`config.mk`:
```
export PLATFORM = sky130hd
export DESIGN_NAME = annexb_nal_indexer
export DESIGN_NICKNAME = d
export VERILOG_FILES = /design/src/rtl/anbx_pkg.sv /design/src/rtl/anbx_scan.sv /design/src/rtl/annexb_nal_indexer.sv
export SDC_FILE = /design/constraint.sdc
export NUM_CORES = 1
export LEC_CHECK = 0
export BUFFER_PORTS_ARGS = -buffer_cell sky130_fd_sc_hd__buf_4
export CAP_MARGIN = 20
export CORE_AREA = 8 8 186 188
export CTS_CLUSTER_SIZE = 14
export DETAILED_ROUTE_END_ITERATION = 8
export DIE_AREA = 0 0 194 196
export MAX_ROUTING_LAYER = met4
export PLACE_DENSITY = 0.69
export SKIP_CTS_REPAIR_TIMING = 1
export SLEW_MARGIN = 20
export SYNTH_ARGS = -nofsm -noshare
export SYNTH_HDL_FRONTEND = slang
export SYNTH_HIERARCHICAL = 1
export SYNTH_SLANG_ARGS = --single-unit
export TNS_END_PERCENT = 30
```
`constraint.sdc`:
```
create_clock -name clk -period 8.9 [get_ports clk]
set_input_delay 0.89 -clock clk [delete_from_list [all_inputs] [get_ports clk]]
set_output_delay 0.89 -clock clk [all_outputs]
set_load 0.01 [all_outputs]
```
`src/rtl/anbx_pkg.sv`:
```
// Package for the Annex B NAL unit indexer: word types, codes and limits.
// Used by anbx_scan and annexb_nal_indexer; depends on nothing else.
`timescale 1ns / 1ps

package anbx_pkg;

  // Packet limits and field widths.
  localparam int unsigned POS_W               = 23;
  localparam int unsigned OFFSET_W            = 22;
  localparam int unsigned FILL_W              = 23;
  localparam logic [POS_W-1:0]  MAX_PACKET_BYTES    = 23'd4194304;
  localparam logic [POS_W-1:0]  MAX_PARAM_SET_BYTES = 23'd65535;
  localparam logic [FILL_W:0]   FILL_MAX            = 24'd8388607;
  localparam logic [FILL_W:0]   LEN_PREFIX_BYTES    = 24'd4;
  localparam logic [POS_W-1:0]  SPS_MIN_BYTES       = 23'd4;
  localparam int unsigned       HEAD_BYTES          = 4;

  // NAL unit types that get special handling.
  localparam logic [4:0] NAL_TYPE_SPS = 5'd7;
  localparam logic [4:0] NAL_TYPE_PPS = 5'd8;

  // Descriptor kinds.
  localparam logic [1:0] KIND_NONE    = 2'd0;
  localparam logic [1:0] KIND_SPS     = 2'd1;
  localparam logic [1:0] KIND_PPS     = 2'd2;
  localparam logic [1:0] KIND_PAYLOAD = 2'd3;

  // Error codes.
  localparam logic [1:0] ERR_OK        = 2'd0;
  localparam logic [1:0] ERR_NO_START  = 2'd1;
  localparam logic [1:0] ERR_PS_LONG   = 2'd2;
  localparam logic [1:0] ERR_SPS_SHORT = 2'd3;

  // Input word: one packet byte with its framing flags.
  typedef struct packed {
    logic [7:0] data_byte;
    logic       packet_end;
    logic       frame_start;
  } in_word_t;

  // Output word: one NAL unit descriptor.
  typedef struct packed {
    logic [21:0] nal_offset;
    logic [22:0] nal_length;
    logic [1:0]  nal_kind_code;
    logic [4:0]  unit_type;
    logic [22:0] payload_position;
    logic [7:0]  profile_byte;
    logic [7:0]  compat_byte;
    logic [7:0]  level_byte;
    logic [1:0]  error_code;
    logic        closes_packet;
  } out_word_t;

endpackage

```
`src/rtl/anbx_scan.sv`:
```
// Start-code scanner state and descriptor builder for the NAL unit indexer.
// Depends on anbx_pkg for word types, codes and limits.
`timescale 1ns / 1ps

module anbx_scan (
  input  logic               clk,
  input  logic               rst_n,
  input  logic               step,
  input  anbx_pkg::in_word_t word,
  output logic               emit,
  output anbx_pkg::out_word_t result
);

  logic [1:0]                       zero_run_r, zero_run_nxt;
  logic [anbx_pkg::POS_W-1:0]       pos_r, pos_nxt;
  logic                             open_r, open_nxt;
  logic [anbx_pkg::POS_W-1:0]       begin_r, begin_nxt;
  logic [anbx_pkg::HEAD_BYTES-1:0][7:0] head_r, head_nxt;
  logic [2:0]                       head_cnt_r, head_cnt_nxt;
  logic [anbx_pkg::FILL_W-1:0]      fill_r, fill_nxt;

  logic                             active;
  logic                             start_code;
  logic [anbx_pkg::POS_W-1:0]       pos_inc;
  logic [anbx_pkg::POS_W-1:0]       code_start;
  logic                             unit_emit;
  logic                             last_unit;
  logic                             use_unit;
  logic                             open_after;
  logic [anbx_pkg::POS_W-1:0]       begin_after;
  logic [anbx_pkg::POS_W-1:0]       unit_len;
  logic [anbx_pkg::HEAD_BYTES-1:0][7:0] head_w;
  logic [2:0]                       head_cnt_w;
  logic [anbx_pkg::FILL_W-1:0]      fill_base;
  logic [anbx_pkg::FILL_W:0]        fill_sum;
  logic [4:0]                       nal_type;

  // Byte bookkeeping, start-code detection and head capture.
  always_comb begin
    active     = (pos_r < anbx_pkg::MAX_PACKET_BYTES);
    pos_inc    = pos_r + 23'd1;
    fill_base  = word.frame_start ? '0 : fill_r;
    head_w     = head_r;
    head_cnt_w = head_cnt_r;
    if (active && open_r && (head_cnt_r < 3'(anbx_pkg::HEAD_BYTES))) begin
      head_w[head_cnt_r[1:0]] = word.data_byte;
      head_cnt_w              = head_cnt_r + 3'd1;
    end
    start_code  = active && (word.data_byte == 8'd1) && (zero_run_r >= 2'd2);
    code_start  = pos_r - {21'd0, zero_run_r};
    unit_emit   = start_code && open_r && (code_start > begin_r);
    open_after  = open_r || start_code;
    begin_after = start_code ? pos_inc : begin_r;
    pos_nxt     = active ? pos_inc : pos_r;
    last_unit   = word.packet_end && !unit_emit && open_after && (pos_nxt > begin_after);
    use_unit    = unit_emit || last_unit;
    unit_len    = unit_emit ? (code_start - begin_r) : (pos_nxt - begin_r);
    emit        = unit_emit || word.packet_end;
    nal_type    = head_w[0][4:0];
    fill_sum    = {1'b0, fill_base} + anbx_pkg::LEN_PREFIX_BYTES + {1'b0, unit_len};
  end

  // Descriptor for the finished unit, or the empty packet-close word.
  always_comb begin
    result               = '0;
    result.closes_packet = word.packet_end;
    fill_nxt             = fill_base;
    if (use_unit) begin
      result.nal_offset = begin_r[anbx_pkg::OFFSET_W-1:0];
      result.nal_length = unit_len;
      result.unit_type  = nal_type;
      if (nal_type == anbx_pkg::NAL_TYPE_SPS) begin
        result.nal_kind_code = anbx_pkg::KIND_SPS;
        if (unit_len < anbx_pkg::SPS_MIN_BYTES) begin
          result.error_code = anbx_pkg::ERR_SPS_SHORT;
        end else if (unit_len > anbx_pkg::MAX_PARAM_SET_BYTES) begin
          result.error_code = anbx_pkg::ERR_PS_LONG;
        end else begin
          result.profile_byte = head_w[1];
          result.compat_byte  = head_w[2];
          result.level_byte   = head_w[3];
        end
      end else if (nal_type == anbx_pkg::NAL_TYPE_PPS) begin
        result.nal_kind_code = anbx_pkg::KIND_PPS;
        if (unit_len > anbx_pkg::MAX_PARAM_SET_BYTES) begin
          result.error_code = anbx_pkg::ERR_PS_LONG;
        end
      end else begin
        result.nal_kind_code    = anbx_pkg::KIND_PAYLOAD;
        result.payload_position = fill_base;
        fill_nxt = (fill_sum > anbx_pkg::FILL_MAX) ?
                   anbx_pkg::FILL_MAX[anbx_pkg::FILL_W-1:0] :
                   fill_sum[anbx_pkg::FILL_W-1:0];
      end
    end else if (!open_after) begin
      result.error_code = anbx_pkg::ERR_NO_START;
    end
  end

  // Next scanner state; the last byte of a packet clears all but the fill.
  always_comb begin
    zero_run_nxt = zero_run_r;
    open_nxt     = open_after;
    begin_nxt    = begin_after;
    head_nxt     = head_w;
    head_cnt_nxt = head_cnt_w;
    if (active) begin
      if (word.data_byte == 8'd0) begin
        if (zero_run_r != 2'd3) begin
          zero_run_nxt = zero_run_r + 2'd1;
        end
      end else begin
        zero_run_nxt = 2'd0;
      end
    end
    if (start_code) begin
      head_nxt     = '0;
      head_cnt_nxt = 3'd0;
    end
    if (word.packet_end) begin
      zero_run_nxt = 2'd0;
      open_nxt     = 1'b0;
      begin_nxt    = '0;
      head_nxt     = '0;
      head_cnt_nxt = 3'd0;
    end
  end

  // Scanner state registers, updated once per word taken.
  always_ff @(posedge clk) begin
    if (!rst_n) begin
      zero_run_r <= 2'd0;
      pos_r      <= '0;
      open_r     <= 1'b0;
      begin_r    <= '0;
      head_r     <= '0;
      head_cnt_r <= 3'd0;
      fill_r     <= '0;
    end else if (step) begin
      zero_run_r <= zero_run_nxt;
      pos_r      <= word.packet_end ? '0 : pos_nxt;
      open_r     <= open_nxt;
      begin_r    <= begin_nxt;
      head_r     <= head_nxt;
      head_cnt_r <= head_cnt_nxt;
      fill_r     <= fill_nxt;
    end
  end

endmodule

```
`src/rtl/annexb_nal_indexer.sv`:
```
// Annex B NAL unit indexer: top level with input register and output register.
// A byte taken into the input register passes through the scanner into the output
// register when it moves on, and its descriptor then shows on out_word.
// Throughput: one byte per cycle; a byte waits only when it makes a descriptor while
// the output register holds one that out_stall keeps in place.
// Reset: synchronous active-low rst_n clears the valid flags of both stages and the scanner state.
`timescale 1ns / 1ps

module annexb_nal_indexer (
  input  logic                clk,
  input  logic                rst_n,
  input  logic                in_valid,
  output logic                in_stall,
  input  anbx_pkg::in_word_t  in_word,
  output logic                out_valid,
  input  logic                out_stall,
  output anbx_pkg::out_word_t out_word
);

  logic                s1_valid_r, s1_valid_nxt;
  anbx_pkg::in_word_t  s1_word_r;
  logic                out_valid_r, out_valid_nxt;
  anbx_pkg::out_word_t out_word_r;

  logic                out_free;
  logic                s1_go;
  logic                in_take;
  logic                emit;
  anbx_pkg::out_word_t result;

  anbx_scan u_scan (
    .clk    (clk),
    .rst_n  (rst_n),
    .step   (s1_go),
    .word   (s1_word_r),
    .emit   (emit),
    .result (result)
  );

  // Handshake: the held word moves on when it makes no descriptor or its result has a free slot.
  always_comb begin
    out_free      = !out_valid_r || !out_stall;
    s1_go         = s1_valid_r && (out_free || !emit);
    in_stall      = s1_valid_r && !s1_go;
    in_take       = in_valid && !in_stall;
    s1_valid_nxt  = in_take ? 1'b1 : (s1_go ? 1'b0 : s1_valid_r);
    out_valid_nxt = out_valid_r && out_stall;
    if (s1_go && emit) begin
      out_valid_nxt = 1'b1;
    end
  end

  // Stage valid flags.
  always_ff @(posedge clk) begin
    if (!rst_n) begin
      s1_valid_r  <= 1'b0;
      out_valid_r <= 1'b0;
    end else begin
      s1_valid_r  <= s1_valid_nxt;
      out_valid_r <= out_valid_nxt;
    end
  end

  // Payload registers.
  always_ff @(posedge clk) begin
    if (in_take) begin
      s1_word_r <= in_word;
    end
    if (s1_go && emit) begin
      out_word_r <= result;
    end
  end

  assign out_valid = out_valid_r;
  assign out_word  = out_word_r;

`ifndef NO_ASSERTIONS
  // The last byte of a packet always produces a descriptor.
  a_close_emits: assert property (@(posedge clk) disable iff (!rst_n)
    (s1_go && s1_word_r.packet_end) |=> (out_valid && out_word.closes_packet))
    else $error("packet end produced no descriptor");

  // The input side only stalls when the held word cannot move on.
  a_stall_reason: assert property (@(posedge clk) disable iff (!rst_n)
    in_stall |-> (s1_valid_r && emit && out_valid_r && out_stall))
    else $error("input stalled without cause");

  // An empty descriptor only appears when a packet closes.
  a_empty_closes: assert property (@(posedge clk) disable iff (!rst_n)
    (out_valid && (out_word.nal_kind_code == anbx_pkg::KIND_NONE)) |->
    (out_word.closes_packet && (out_word.nal_length == 23'd0)))
    else $error("empty descriptor outside packet close");

  // A short sequence set error belongs to a sequence set under four bytes.
  a_sps_short: assert property (@(posedge clk) disable iff (!rst_n)
    (out_valid && (out_word.error_code == anbx_pkg::ERR_SPS_SHORT)) |->
    ((out_word.nal_kind_code == anbx_pkg::KIND_SPS) &&
     (out_word.nal_length < anbx_pkg::SPS_MIN_BYTES)))
    else $error("short sequence set error on wrong descriptor");
`endif

endmodule
```
==> results of run 1 <==
## cells by family (layout without fill, tap and decap cells)
kind of cell | after synthesis | after routing | share of synthesized area [%]
compound gates | 412 | 412 | 18.4
buf+inv | 150 | 235 | 3.93
fa+ha+maj | 126 | 126 | 11.0
flops | 218 | 218 | 37.7
mux | 45 | 45 | 3.11
xor+xnor | 116 | 116 | 6.98
simple gates | 567 | 567 | 18.9
## synthesized netlist by cell type, types with 5 or more instances
cell type | number | area (um2)
a211oi_1 | 24 | 180
o31ai_1 | 8 | 60.1
nand3_1 | 29 | 145
clkbuf_1 | 83 | 312
a31oi_1 | 8 | 50.1
nor3_1 | 53 | 265
nand4_1 | 21 | 131
a2111oi_0 | 5 | 43.8
nand2b_1 | 19 | 119
o21bai_1 | 10 | 75.1
xnor2_1 | 62 | 543
buf_2 | 5 | 25.0
mux2i_1 | 43 | 430
nor2_1 | 197 | 739
nor2b_1 | 43 | 269
o21a_1 | 21 | 158
a2bb2oi_1 | 5 | 43.8
and4_1 | 5 | 43.8
and3_1 | 13 | 81.3
a211o_1 | 5 | 43.8
dfxtp_1 | 106 | 2120
a22oi_1 | 42 | 315
nand2_1 | 106 | 398
a21oi_1 | 110 | 551
buf_1 | 6 | 22.5
o22ai_1 | 6 | 37.5
o21ai_0 | 82 | 410
a21boi_0 | 13 | 97.6
a21o_1 | 34 | 255
inv_1 | 55 | 206
and2_1 | 39 | 244
or3_1 | 7 | 43.8
nor4_1 | 12 | 75.1
xor2_1 | 54 | 473
ha_1 | 122 | 1530
or2_2 | 5 | 31.3
edfxtp_1 | 112 | 3360
## area by class of cell
class | count | area, um2
clock buffers | 31 | 687
fillers | 2953 | 15300
flip-flops and latches | 218 | 5490
multi-input cells | 1266 | 8530
clock inverters | 13 | 108
well taps | 408 | 510
inverters | 55 | 206
repair buffers | 136 | 1040
## routing by layer
layer / vias up / GRT usage, % / share of wire (%)
met3: 62 / 2.48 / 5.3
met4: 0 / 6.56 / 2.6
met5: - / - / 0
li1: 6038 / - / -
met2: 372 / 35.5 / 45
met1: 5905 / 30.2 / 47
## layout by cell type, fill, tap and decap left out, drive strengths merged, types with 13 or more instances in the layout
cell type,instances
inv,56
nor2,197
nor2b,43
ha,122
nand3,29
o21a,21
xnor2,62
and2,39
a21o,34
nor3,53
a211oi,24
buf,136
o21ai,86
and3,13
nor4,13
dfxtp,106
clkbuf,31
xor2,54
nand4,21
nand2b,19
nand2,106
mux2i,43
a21oi,110
a21boi,13
a22oi,42
edfxtp,112
## metrics by stage
stage / hold WS, ns / area, um2 / util, %
after floorplan: 0.445 / 14600 / -
after global placement: 0.467 / 15700 / 49.4
after detailed placement: 0.476 / 15800 / 49.4
after CTS: 0.489 / 16500 / 51.9
after global routing: 0.496 / 16600 / 52.0
final: 0.490 / 16600 / 52.0
## how the worst max path moves through the flow
stage | to | slack [ns] | cells after the start
floorplan | u_scan/fill_r[10] | 2.07 | 30
global placement | u_scan/fill_r[20] | 1.35 | 26
detailed placement | u_scan/fill_r[16] | 1.08 | 26
CTS | u_scan/fill_r[6] | 1.03 | 26
global route | u_scan/fill_r[6] | 0.36 | 27
finish | u_scan/fill_r[16] | 0.92 | 26
## worst min-delay path, stage by stage (launching register included)
cell and delay, ns:
dfxtp_1 0.33, nand2_1 0.07, a21oi_1 0.05
## power by group
group | switching (W) | total (W) | internal [W] | leakage (nW)
Combinational | 0.0000987 | 0.000152 | 0.0000529 | 4.53
Clock | 0.000428 | 0.00100 | 0.000574 | 0.394
Sequential | 0.0000112 | 0.00108 | 0.00106 | 1.95
Total | 0.000538 | 0.00223 | 0.00169 | 6.88
## registers in the layout, summed over array words and instances, names as in the netlist
signal             flops
u_scan/open_r          1
out_word             102
u_scan/pos_r          23
u_scan/head_cnt_r      3
u_scan/zero_run_r      2
u_scan/fill_r         23
u_scan/begin_r        23
s1_valid_r             1
out_valid              1
u_scan/head_r         29
s1_word_r             10
==> flow_metrics.tcl, run 1 <==
set metrics [dict create \
    irDropWorstVdd_mv 0.110 \
    slew_headroom_pct 26.9 \
    cts_buffers 24 \
    fin_skew_ns 0.0152 \
    clockBufferDepth 3 \
    gp_congestion 0.992 \
    crit_path_frequent_cell "ha_1" \
    drt_iter0_drc 1139 \
    path_max_fanout 16 \
    synth-seq-cells 218 \
    dpl.cell_count 2082 \
    final_nets 1841 \
    num_rows 66 \
    crit_start "u_scan/zero_run_r[1]" \
    hold_viol_final 0 \
    grt_util_all_layers_pct 22.5 \
    grt_max_degree 96 \
    die-height_um 196 \
    period_minus_slack_ns 7.98 \
    yosysWarningCount 6 \
    diodes 0 \
    via_count 12400 \
    reg2reg_from "u_scan/zero_run_r[1]" \
    insertion_delay_ns 0.55 \
    dp_hpwl_um 32400 \
    drive_gt1_share_pct 11.6 \
    clock-sinks 218 \
    start_kind "flip-flop" \
    totalWireLength_um 43200 \
    synth_ff_type "edfxtp_1" \
    first_pass_iters 5 \
    min-delay-start "u_scan/fill_r[9]" \
    slew_viol_final 0 \
    clock.fmax_mhz 125 \
    status "finished clean" \
    synthCells 1634 \
    p_leak_nw 6.88 \
    final_cells 2127 \
    wire_per_inst_um 20.3 \
    period_share_pct 89.7 \
    async_reset_ff_share_pct 0 \
    antenna_left 0 \
    cap_viol_max_count 0 \
    r2r_slack_ns 0.92 \
    rsz0062_at_grt "no" \
    reg2regPathDepth 26 \
    design.core.area_um2 31900 \
    die_w_um 194 \
    setup_violations 0 \
    synth_area_um2 14600 \
    viasPerCell 5.82 \
    synth.distinct_cells 74 \
    fin_ws_ns 0.917 \
    critPathKind "flip-flop to flip-flop" \
    p_per_area_nw_per_um2 135 \
    hold_path_end "u_scan/fill_r[9]" \
    path_clk_slew_ns 0.06 \
    syn_to_final_growth_pct 13.8 \
    synth.net_count 1774 \
    grt_antenna_before_repair 0 \
    synth_edf_count 112 \
    hold_path_class "flip-flop to flip-flop" \
    grt_pass1_vias 12000 \
    holdPathStages 2 \
    drcViolationCount 0 \
    crit_slowest_cell "o22a_1" \
    max_stage_delay_ns 0.77 \
    cts_root_buffer "clkbuf_16" \
    setup_tns_ns 0 \
    grt_pass1_wl_um 67800 \
    io_buffers 117 \
    h-tree-depth 1 \
    worst_pin_slew_ns 1.10 \
    crit_family "compound AO/OA/AOI/OAI gates" \
    worst_r2r_endpoint "u_scan/fill_r[16]" \
    io_pins 118 \
    cts_tree "built" \
    grt-ovfl-total 0 \
    required_ns 9.34 \
    ys_seq_area_share_pct 37.7 \
    initial_core_util_pct 45.7 \
    cp-end-kind "flip-flop" \
    finalPower_w 0.00223 \
    place_ws_ns 1.08 \
    dieArea_um2 38000 \
    arrival_ns 8.43 \
    syn_area_per_cell_um2 8.91 \
    path_buf_inv 2 \
]
(Power assumes the default switching activity.)
==> inputs of run 2 (changes only) <==
--- a/config.mk
+++ b/config.mk
@@ -7,12 +7,14 @@
 export LEC_CHECK = 0
 export BUFFER_PORTS_ARGS = -buffer_cell sky130_fd_sc_hd__buf_4
 export CAP_MARGIN = 20
-export CORE_AREA = 8 8 186 188
+export CELL_PAD_IN_SITES_DETAIL_PLACEMENT = 1
+export CELL_PAD_IN_SITES_GLOBAL_PLACEMENT = 2
+export CORE_AREA = 8 8 198 200
 export CTS_CLUSTER_SIZE = 14
 export DETAILED_ROUTE_END_ITERATION = 8
-export DIE_AREA = 0 0 194 196
+export DIE_AREA = 0 0 206 208
 export MAX_ROUTING_LAYER = met4
-export PLACE_DENSITY = 0.69
+export PLACE_DENSITY = 0.88
 export SKIP_CTS_REPAIR_TIMING = 1
 export SLEW_MARGIN = 20
 export SYNTH_ARGS = -nofsm -noshare
==> constraint.sdc (replaced) <==
create_clock -name clk -period 9.2 [get_ports clk]
set_input_delay 0.92 -clock clk [delete_from_list [all_inputs] [get_ports clk]]
set_output_delay 0.92 -clock clk [all_outputs]
set_load 0.01 [all_outputs]
==> run 2 against run 1 <==
Against the previous run:
- non-clock buffer count down 4
- register-to-register slack improved by 0.33 ns
- cell count is 2.6% higher
- global-route usage fell by 0.19 points
- first-iteration DRC count decreased by 42%
- sequential cell count unchanged
- critical endpoint is now u_scan/fill_r[5]
- largest power group unchanged
==> flow_metrics.tcl, run 2 (synthesis gave the netlist of run 1 again) <==
set metrics [dict create \
    grt_util_all_layers_pct 22.3 \
    grt_pass1_vias 13000 \
    grt_max_degree 80 \
    via_count 12700 \
    fin_area_um2 16600 \
    worst_pin_slew_ns 1.03 \
    hold_path_class "flip-flop to flip-flop" \
    drt_iter0_drc 658 \
    p_per_area_nw_per_um2 128 \
    p_leak_nw 6.82 \
    final_cells 2183 \
    die-height_um 208 \
    arrival_ns 8.34 \
    slew_viol_final 0 \
    place_ws_ns 1.32 \
    num_rows 70 \
    cts_tree "built" \
    dpl.cell_count 2138 \
    crit_family "compound AO/OA/AOI/OAI gates" \
    clockBufferDepth 3 \
    clock-sinks 218 \
    final_nets 1837 \
    grt_antenna_before_repair 0 \
    wire_per_inst_um 21.9 \
    diodes 0 \
    slew_headroom_pct 31.1 \
    grt_pass1_wl_um 74700 \
    finalPower_w 0.00213 \
    layout_commonest_cell "nor2_1" \
    path_max_fanout 16 \
    drcViolationCount 0 \
    insertion_delay_ns 0.54 \
    multi_input_area_um2 8540 \
    fin_ws_ns 1.24 \
    setup_violations 0 \
    syn_to_final_growth_pct 13.8 \
    h-tree-depth 1 \
    cap_viol_max_count 0 \
    critPathKind "flip-flop to flip-flop" \
    status "finished clean" \
    initial_core_util_pct 40.4 \
    dieArea_um2 42800 \
    setup_tns_ns 0 \
    required_ns 9.58 \
    layout_common_cells "nor2_1, buf_4, ha_1, edfxtp_1, a21oi_1" \
    path_clk_slew_ns 0.06 \
    period_share_pct 86.5 \
    drive_gt1_share_pct 11.1 \
    io_pins 118 \
    design.core.area_um2 36100 \
    hold_viol_final 0 \
    io_buffers 117 \
    seqCellArea_um2 5490 \
    cp-end-kind "flip-flop" \
    totalWireLength_um 47800 \
    die_w_um 206 \
    first_pass_iters 6 \
    start_kind "flip-flop" \
    cts_buffers 24 \
    fin_skew_ns 0.0125 \
    crit_path_frequent_cell "ha_1" \
    clock.fmax_mhz 126 \
    rsz0062_at_grt "no" \
    max_stage_delay_ns 0.68 \
    largest_reg_flops 102 \
    grt-ovfl-total 0 \
    placed_area_um2 15800 \
    path_buf_inv 2 \
    irDropWorstVdd_mv 0.107 \
    n_fill_cell 4227 \
    viasPerCell 5.82 \
    cts_root_buffer "clkbuf_16" \
    antenna_left 0 \
    crit_slowest_cell "o22a_1" \
    period_minus_slack_ns 7.96 \
    dp_hpwl_um 36700 \
    gp_congestion 0.936 \
]
## run 2: cell count changes in the layout (fill, tap and decap cells not counted), moves of 2 or more
cell and delta:
clkinv_1 -2, nor2_2 +2, nor2_1 -2, clkbuf_1 +10
clkbuf_8 -3, buf_4 -3, clkinv_2 -4
## run 2: final cells by class
type | count | area share, %
clock inverter | 6 | 0.423
inverter | 55 | 1.25
sequential | 218 | 33.1
clock buffer | 38 | 4.12
timing repair buffer | 132 | 6.08
multi-input combinational | 1266 | 51.5
tap | 468 | 3.53
## run 2: layer usage
metal | global-route usage, % | vias to the layer above | share of wire (%)
li1 | - | 6006 | -
met1 | 29.0 | 6337 | 46
met2 | 36.8 | 293 | 48
met3 | 2.19 | 68 | 4.2
met4 | 5.34 | 0 | 2.2
met5 | - | - | 0
## run 2: per-stage QoR
step                      util [%]  hold WS [ns]
after floorplan                  -         0.445
after global placement        43.8         0.467
after detailed placement      43.8         0.472
after CTS                     45.9         0.483
after global routing          45.9         0.514
final                         45.9         0.479
## run 2: final timing paths
| kind | startpoint | slack, ns | to | depth (start not counted) |
|---|---|---|---|---|
| worst min-delay path | u_scan/fill_r[9] | 0.48 | u_scan/fill_r[9] | 2 |
| worst min register to register | u_scan/fill_r[9] | 0.48 | u_scan/fill_r[9] | 2 |
| worst max-delay path | u_scan/zero_run_r[1] | 1.24 | u_scan/fill_r[5] | 27 |
| worst max register to register | u_scan/zero_run_r[1] | 1.24 | u_scan/fill_r[5] | 27 |
## run 2: worst reg2reg max path: stages (launching register included)
cell      delay, ns
dfxtp_1        0.45
inv_1          0.08
ha_1           0.31
a211oi_1       0.52
nand2_1        0.19
nor3_1         0.22
xor2_1         0.17
ha_1           0.34
o21a_1         0.22
o32ai_1        0.36
nor2b_1        0.09
a21oi_1        0.38
o22a_1         0.68
o21ai_0        0.26
ha_1           0.35
ha_1           0.23
fa_1           0.43
a21o_1         0.20
a21oi_1        0.32
o21ai_0        0.17
a31oi_1        0.37
o21ba_2        0.22
o21ai_0        0.12
a21oi_1        0.21
xnor2_1        0.17
nor3_1         0.32
buf_4          0.29
a211oi_1       0.11
## run 2: power by group
| group | internal, W | switching [W] |
|---|---|---|
| clock network | 0.000537 | 0.000397 |
| registers | 0.00103 | 0.0000108 |
| logic | 0.0000504 | 0.000101 |
==> inputs of run 3 (changes only) <==
--- a/config.mk
+++ b/config.mk
@@ -5,16 +5,16 @@
 export SDC_FILE = /design/constraint.sdc
 export NUM_CORES = 1
 export LEC_CHECK = 0
-export BUFFER_PORTS_ARGS = -buffer_cell sky130_fd_sc_hd__buf_4
 export CAP_MARGIN = 20
 export CELL_PAD_IN_SITES_DETAIL_PLACEMENT = 1
 export CELL_PAD_IN_SITES_GLOBAL_PLACEMENT = 2
-export CORE_AREA = 8 8 198 200
+export CORE_AREA = 8 8 191 193
 export CTS_CLUSTER_SIZE = 14
 export DETAILED_ROUTE_END_ITERATION = 8
-export DIE_AREA = 0 0 206 208
+export DIE_AREA = 0 0 199 201
+export DONT_BUFFER_PORTS = 1
 export MAX_ROUTING_LAYER = met4
-export PLACE_DENSITY = 0.88
+export PLACE_DENSITY_LB_ADDON = 0.1
 export SKIP_CTS_REPAIR_TIMING = 1
 export SLEW_MARGIN = 20
 export SYNTH_ARGS = -nofsm -noshare
==> run 3 against run 2 <==
Against the previous run:
- core utilization grew 1.2 points
- critical path depth stayed put
- sequential cell count unchanged
- routed wire length fell by 3.4%
- clock skew fell by 0.0013 ns
- non-clock buffer count down 117
- combinational power decreased by 16%
- worst hold slack lost 0.021 ns
- register-to-register slack lost 0.06 ns
- die area down 6.6%
- final area down 5.3%
- largest cell class unchanged
==> flow_metrics.tcl, run 3 (synthesis gave the netlist of run 1 again) <==
set metrics [dict create \
    totalWireLength_um 46100 \
    io_buffers 0 \
    num_rows 67 \
    p_leak_nw 6.26 \
    hold_viol_final 0 \
    layout_common_cells "nor2_1, ha_1, edfxtp_1, a21oi_1" \
    design.core.area_um2 33300 \
    critPathKind "flip-flop to flip-flop" \
    layout_commonest_cell "nor2_1" \
    clock-sinks 218 \
    cp-end-kind "flip-flop" \
    fin_skew_ns 0.0112 \
    h-tree-depth 1 \
    rsz0062_at_grt "no" \
    grt_pass1_wl_um 72000 \
    drt_iter0_drc 726 \
    grt-ovfl-total 0 \
    irDropWorstVdd_mv 0.119 \
    crit_slowest_cell "o22a_1" \
    dp_hpwl_um 34900 \
    grt_pass1_vias 12300 \
    arrival_ns 8.48 \
    setup_tns_ns 0 \
    cts_tree "built" \
    required_ns 9.66 \
    die_w_um 199 \
    fin_util_pct 47.2 \
    grt_max_degree 91 \
    initial_core_util_pct 43.8 \
    path_clk_slew_ns 0.06 \
    path_max_fanout 16 \
    drive_gt1_share_pct 4.56 \
    gp_congestion 0.874 \
    crit_path_frequent_cell "ha_1" \
    place_ws_ns 1.18 \
    worst_r2r_endpoint "u_scan/fill_r[18]" \
    fin_ws_ns 1.18 \
    cts_buffers 25 \
    reg2regPathDepth 27 \
    status "finished clean" \
    p_per_area_nw_per_um2 136 \
    via_count 12000 \
    syn_to_final_growth_pct 7.82 \
    final_nets 1721 \
    cp-endpoint "u_scan/fill_r[18]" \
    antenna_left 0 \
    slew_headroom_pct 22.4 \
    r2r_slack_ns 1.18 \
    crit_start "u_scan/zero_run_r[1]" \
    slew_viol_final 0 \
    cap_viol_max_count 0 \
    max_stage_delay_ns 0.73 \
    start_kind "flip-flop" \
    viasPerCell 5.85 \
    hold_path_class "input pin to flip-flop" \
    worst_pin_slew_ns 1.16 \
    drcViolationCount 0 \
    period_share_pct 87.2 \
    clock.fmax_mhz 125 \
    die-height_um 201 \
    setup_violations 0 \
    io_pins 118 \
    clockBufferDepth 3 \
    insertion_delay_ns 0.56 \
    first_pass_iters 5 \
    cts_root_buffer "clkbuf_16" \
    grt_util_all_layers_pct 23.3 \
    diodes 0 \
    dieArea_um2 40000 \
    reg2reg_from "u_scan/zero_run_r[1]" \
    largest_reg_flops 102 \
    grt_antenna_before_repair 0 \
    period_minus_slack_ns 8.02 \
    wire_per_inst_um 22.5 \
]
run 3: worst min path at each step:
stage | startpoint | endpoint | slack [ns] | cells after the start
finish | in_word[5] | s1_word_r[5] | 0.46 | 0
global route | in_word[5] | s1_word_r[5] | 0.44 | 0
CTS | in_word[5] | s1_word_r[5] | 0.43 | 0
detailed placement | u_scan/head_r[0] | u_scan/head_r[0] | 0.48 | 2
global placement | u_scan/head_r[0] | u_scan/head_r[0] | 0.47 | 2
floorplan | u_scan/fill_r[9] | u_scan/fill_r[9] | 0.44 | 2
run 3: cell type report:
| class | count | area [um2] |
|---|---|---|
| Fill cell | 3860 | 17600 |
| Multi-Input combinational cell | 1266 | 8530 |
| Sequential cell | 218 | 5490 |
| Clock buffer | 33 | 656 |
| Tap cell | 448 | 561 |
| Inverter | 55 | 206 |
| Clock inverter | 13 | 133 |
| Timing Repair Buffer | 15 | 129 |
run 3: metrics by stage:
stage               instance area (um2)  hold WS [ns]  total power [W]  instances
finish                            15700         0.457          0.00214       2048
global route                      15700         0.436          0.00222       2048
CTS                               15700         0.430          0.00217       2047
detailed placement                14900         0.481          0.00119       2001
global placement                  14900         0.467          0.00119       2001
floorplan                         14600         0.445          0.00115       1634
run 3: power by group:
group          leakage, nW  internal [W]  total [W]  switching, W
logic                 3.93     0.0000369   0.000127     0.0000897
clock network        0.374      0.000560   0.000968      0.000408
registers             1.95       0.00103    0.00105     0.0000153
total                 6.26       0.00163    0.00214      0.000513
run 3: routing by layer:
metal	global-route usage (%)	share of wire (%)	vias to the layer above
li1	-	-	5771
met2	37.4	47	223
met1	29.8	46	5925
met3	3.29	4.0	66
met5	-	0	-
met4	7.89	3.2	0
run 3: critical path, delay by kind of cell (launching register included):
family,cells,cell delay (ns)
DFF,1,0.47
AOI/OAI and AO/OA,14,4.41
xor gates and xnor gates,2,0.45
and+or+nand+nor,4,0.60
buffers and inverters,2,0.33
adders and majority gates,5,1.67
